--- src/sv/fsbt_pkg.sv ---
// ============================================================================
// fsbt_pkg: shared types and constants for the string/bar time-step core
// Field widths, configuration register indexes, request codes, bank
// rotation codes, controller states and the command/status bundles.
// ============================================================================
`timescale 1ns / 1ps
`default_nettype none

package fsbt_pkg;

    // Default sizes and fixed field widths
    localparam int GRID_POINTS_DEF = 64;
    localparam int VALUE_WIDTH_DEF = 32;
    localparam int FRAC_BITS       = 28;
    localparam int DATA_W          = 32;
    localparam int COEF_W          = 32;
    localparam int OUT_W           = 32;
    localparam int IDX_W           = 6;
    localparam int MARGIN_W        = 2;
    localparam int CFG_IDX_W       = 3;
    localparam int NUM_COEFS       = 5;
    localparam int NUM_BANKS       = 3;
    localparam int MIN_MARGIN      = 2;

    // Configuration register indexes
    typedef logic [CFG_IDX_W-1:0] t_cfg_idx;
    localparam t_cfg_idx CFG_CENTER_COEF      = 3'd0;
    localparam t_cfg_idx CFG_NEAR_COEF        = 3'd1;
    localparam t_cfg_idx CFG_FAR_COEF         = 3'd2;
    localparam t_cfg_idx CFG_PREV_CENTER_COEF = 3'd3;
    localparam t_cfg_idx CFG_PREV_NEAR_COEF   = 3'd4;
    localparam t_cfg_idx CFG_LAST_POINT       = 3'd5;
    localparam t_cfg_idx CFG_EDGE_MARGIN      = 3'd6;

    // Request codes
    localparam logic REQ_STEP   = 1'b0;
    localparam logic REQ_EXCITE = 1'b1;

    // Grid bank identifiers
    typedef logic [1:0] t_bank;
    localparam t_bank BANK_A = 2'd0;
    localparam t_bank BANK_B = 2'd1;
    localparam t_bank BANK_C = 2'd2;

    // Which bank receives the next grid
    typedef enum logic [1:0] {
        ROT_A_NEXT,
        ROT_B_NEXT,
        ROT_C_NEXT
    } t_rot;

    typedef enum logic [2:0] {
        ST_IDLE,
        ST_STEP_RUN,
        ST_STEP_DRAIN,
        ST_EXC_READ,
        ST_EXC_WRITE
    } t_state;

    typedef struct packed {
        logic                     req_type;
        logic [IDX_W-1:0]         point_index;
        logic signed [DATA_W-1:0] add_value;
    } t_req;

    typedef struct packed {
        logic [IDX_W-1:0]        out_index;
        logic signed [OUT_W-1:0] displacement;
        logic                    last;
    } t_result;

    // Controller to datapath
    typedef struct packed {
        logic load;
        logic step_start;
        logic step_read;
        logic rotate;
        logic exc_read;
        logic exc_write;
    } t_cmd;

    // Datapath to controller
    typedef struct packed {
        logic read_last;
        logic pipe_busy;
    } t_status;

endpackage

`default_nettype wire

--- src/sv/fsbt_ctrl.sv ---
// ============================================================================
// fsbt_ctrl: sequencer for step and excite requests
// Walks the read sweep of a step, waits for the stencil pipeline to drain,
// then rotates the banks; runs the read/write pair of an excite.
// ============================================================================
`timescale 1ns / 1ps
`default_nettype none

module fsbt_ctrl
    import fsbt_pkg::*;
(
    input  wire logic    i_clk,
    input  wire logic    i_rst_n,
    input  wire logic    i_start,
    input  wire logic    i_req_type,
    input  wire t_status i_sts,
    output t_cmd         o_cmd,
    output logic         o_busy
);

    t_state r_state;
    t_state n_state;

    // State register
    always_ff @(posedge i_clk) begin
        if (!i_rst_n) begin
            r_state <= ST_IDLE;
        end else begin
            r_state <= n_state;
        end
    end

    // Next state and commands
    always_comb begin
        n_state = r_state;
        o_cmd   = '0;
        unique case (r_state)
            ST_IDLE: begin
                if (i_start) begin
                    o_cmd.load = 1'b1;
                    if (i_req_type == REQ_EXCITE) begin
                        n_state = ST_EXC_READ;
                    end else begin
                        o_cmd.step_start = 1'b1;
                        n_state          = ST_STEP_RUN;
                    end
                end
            end
            ST_STEP_RUN: begin
                o_cmd.step_read = 1'b1;
                if (i_sts.read_last) begin
                    n_state = ST_STEP_DRAIN;
                end
            end
            ST_STEP_DRAIN: begin
                if (!i_sts.pipe_busy) begin
                    o_cmd.rotate = 1'b1;
                    n_state      = ST_IDLE;
                end
            end
            ST_EXC_READ: begin
                o_cmd.exc_read = 1'b1;
                n_state        = ST_EXC_WRITE;
            end
            ST_EXC_WRITE: begin
                o_cmd.exc_write = 1'b1;
                n_state         = ST_IDLE;
            end
            default: begin
                n_state = ST_IDLE;
            end
        endcase
    end

    assign o_busy = (r_state != ST_IDLE);

endmodule

`default_nettype wire

--- config.mk ---
export PLATFORM = sky130hd
export DESIGN_NAME = fsbt_ctrl
export DESIGN_NICKNAME = d
export VERILOG_FILES = /design/src/sv/fsbt_pkg.sv /design/src/sv/fsbt_ctrl.sv
export SDC_FILE = /design/constraint.sdc
export NUM_CORES = 1
export LEC_CHECK = 0
export BUFFER_PORTS_ARGS = -buffer_cell sky130_fd_sc_hd__buf_2
export CAP_MARGIN = 20
export CORE_AREA = 2 2 39 41
export DETAILED_ROUTE_END_ITERATION = 8
export DIE_AREA = 0 0 41 43
export PLACE_DENSITY = 0.35
export SLEW_MARGIN = 40
export SYNTH_ARGS = -nofsm -noshare
export SYNTH_HDL_FRONTEND = slang
export SYNTH_SLANG_ARGS = --single-unit
--- constraint.sdc ---
create_clock -name i_clk -period 1.4 [get_ports i_clk]
set_input_delay 0.07 -clock i_clk [delete_from_list [all_inputs] [get_ports i_clk]]
set_output_delay 0.07 -clock i_clk [all_outputs]
set_load 0.005 [all_outputs]
==> out/results.ini <==
[setup_path]
required_ps=1330
worst-setup-path-type=reg -> out
cp.arrival_ps=1230
critical-path-max-stage-delay_ps=410
cp_slowest_cell=or3_4
crit_chain=or3_4 > nor3_2 > buf_2
cp-start-kind=register
cp-end-kind=primary output
cp_max_fo=10

[timing]
tns_ps=0
rsz0062_at_grt=no
final-setup-viol-count=0
hold_viol_final=0
post-route-min-period_ps=1300
setup_slack_ps=100
min_period_over_period_pct=92.9
worst_pin_slew_ps=250
drv_slew=0
finClkSkew_ps=10.2
fmax_mhz=769
maxSlewHeadroom_pct=83.3

[floorplan]
die_h_um=43
io_pins=13
rows=14
die_area_um2=1760
coreArea_um2=1380
fp.dieW_um=41
floorplan.initialDensity_pct=14.0

[grt]
grt_pass1_vias=204
antenna_found_initial=0
grt_start_max_net_pins=11
overflow=0
met3_usage_pct=4.71
grt.total_usage_pct=7.41
grt.busiest_layer=met1
globalRouteMet2Util_pct=8.44
met1_usage_pct=9.27
grt_pass1_wl_um=834

[synthesis]
synth_top_family_by_area=simple AND/OR/NAND/NOR gates
synthSimpleGateAreaFrac_pct=52.9
synthAdderAreaFrac_pct=0
synth.area.mux_share_pct=0
synthCells=21
syn-num-nets=27
netlist_area_um2=194
ys_seq_area_share_pct=31.0
synth_xor_area_share_pct=0
yosys-top-cells-area=dfxtp_1, nor3b_1, and4bb_2
synth-seq-cells=3
syn_area_per_cell_um2=9.24
yosys_warnings=0
synthDominantCellAreaShare_pct=31.0
synth_compound_area_share_pct=8.39
synth.largest_area_cell=dfxtp_1
yosysUniqueCellTypes=16

[route]
routed_wl_um=562
routed_via_density=4.21
drcViolationCount=0
final_antenna_net_count=0
wire_per_inst_um=10.8
drt_iter0_drc=8
vias=219
drt_first_pass_iters=4

[placed_design]
dpl_worst_slack_ps=314
placedCellCount=48
portBuffers=12
dpl.hpwl_um=382
globalplace.congestion=0.692

[cells_and_area]
antenna_cells=0
top_regs=r_state x3
instances_no_fill=52
largest_reg_flops=3
top_register=r_state
nets=43
area_growth_pct=49.7
drive_gt1_share_pct=55.6
fillers=157

[clock_tree]
cts_hold_buf=0
clk_pin_slew_ps=40
cts-root-buf=clkbuf_4
clk-insertion-delay-late_ps=240
clock_sinks=3
cts_buffers=3
clockBufferDepth=2
cts_tree=done
h-tree-depth=1

[min_path]
holdCritPathClass=in -> reg

[power_and_ir_drop]
power_density_nw_per_um2=1180
leakagePower_nw=0.139
ir_drop_uv=280

[status]
outcome=complete, no violations

[flow_run]
maxCapViolCount=0

## through the flow
step | area, um2 | hold WS (ps) | total power (W) | utilization [%]
2_1_floorplan | 194 | 164 | 0.000157 | -
3_3_place_gp | 263 | 303 | 0.000184 | 19.0
3_5_place_dp | 263 | 308 | 0.000184 | 19.0
4_1_cts | 289 | 65.9 | 0.000348 | 20.9
5_1_grt | 290 | 68.0 | 0.000373 | 21.0
6_report | 290 | 80.4 | 0.000343 | 21.0
## final timing paths
kind | startpoint | to | slack [ps] | depth (start not counted)
setup / recovery | r_state[0]$_SDFFE_PN0P_ | o_cmd[4] | 100 | 3
hold / removal | i_rst_n | r_state[2]$_SDFFE_PN0P_ | 80 | 2
setup reg to reg | r_state[0]$_SDFFE_PN0P_ | r_state[1]$_SDFFE_PN0P_ | 410 | 3
hold reg to reg | r_state[2]$_SDFFE_PN0P_ | r_state[1]$_SDFFE_PN0P_ | 660 | 1
## synth_stat cells
cell,number
inv_1,1
dfxtp_1,3
and4b_1,1
and2_1,1
and4bb_2,1
nor3b_1,3
and3b_2,1
a21oi_1,1
buf_6,1
nor3_2,1
nand2_1,1
nor4b_1,1
or3_4,1
o22ai_1,1
o21ai_0,1
nor2_1,2
## critical path: cells and delay by family, from the launching register on
kind	cells	cell delay, ps
buf+inv	1	130
flops	1	360
simple gates	2	510
## power breakdown
group / internal (W) / switching [W] / leakage [nW]
clock network: 0.000107 / 0.0000507 / 0.0150
logic: 0.0000432 / 0.0000306 / 0.0988
registers: 0.0000946 / 0.0000164 / 0.0250
total: 0.000245 / 0.0000977 / 0.139
## metal layers
metal,share of wire (%),vias to the layer above
li1,-,107
met3,7.5,0
met2,49,13
met1,43,99
met5,0,-
met4,0,0
## kinds of logic after synthesis
logic type,count (synthesis)
compound gates,3
simple gates,13
buf+inv,2
flops,3
## area by class of cell
class	count	area, um2	area share [%]
repair buffers	12	60.1	20.7
clock buffers	4	26.3	9.05
flip-flops and latches	3	61.3	21.1
well taps	16	20.0	6.90
multi-input cells	16	119	40.9
inverters	1	3.75	1.29
## placed cells by master, fill, tap and decap left out
cell type	Yosys	final
buf_2	0	12
nor3b_1	3	3
clkbuf_4	0	3
nor2_1	2	2
dfxtp_1	3	2
and3b_2	1	1
or3_4	1	1
inv_1	1	1
nor3_2	1	1
nor4b_1	1	1
nand2_1	1	1
o22ai_1	1	1
a21oi_1	1	1
o21ai_0	1	1
and4b_1	1	1
and2_1	1	1
and4bb_2	1	1
clkbuf_1	0	1
dfxtp_2	0	1
## timing repair
action,CTS,global route
setup buffers,0,0
resized for setup,0,1
endpoints found under the setup margin,0,2
No activity file was read; power rests on OpenSTA's default activity.
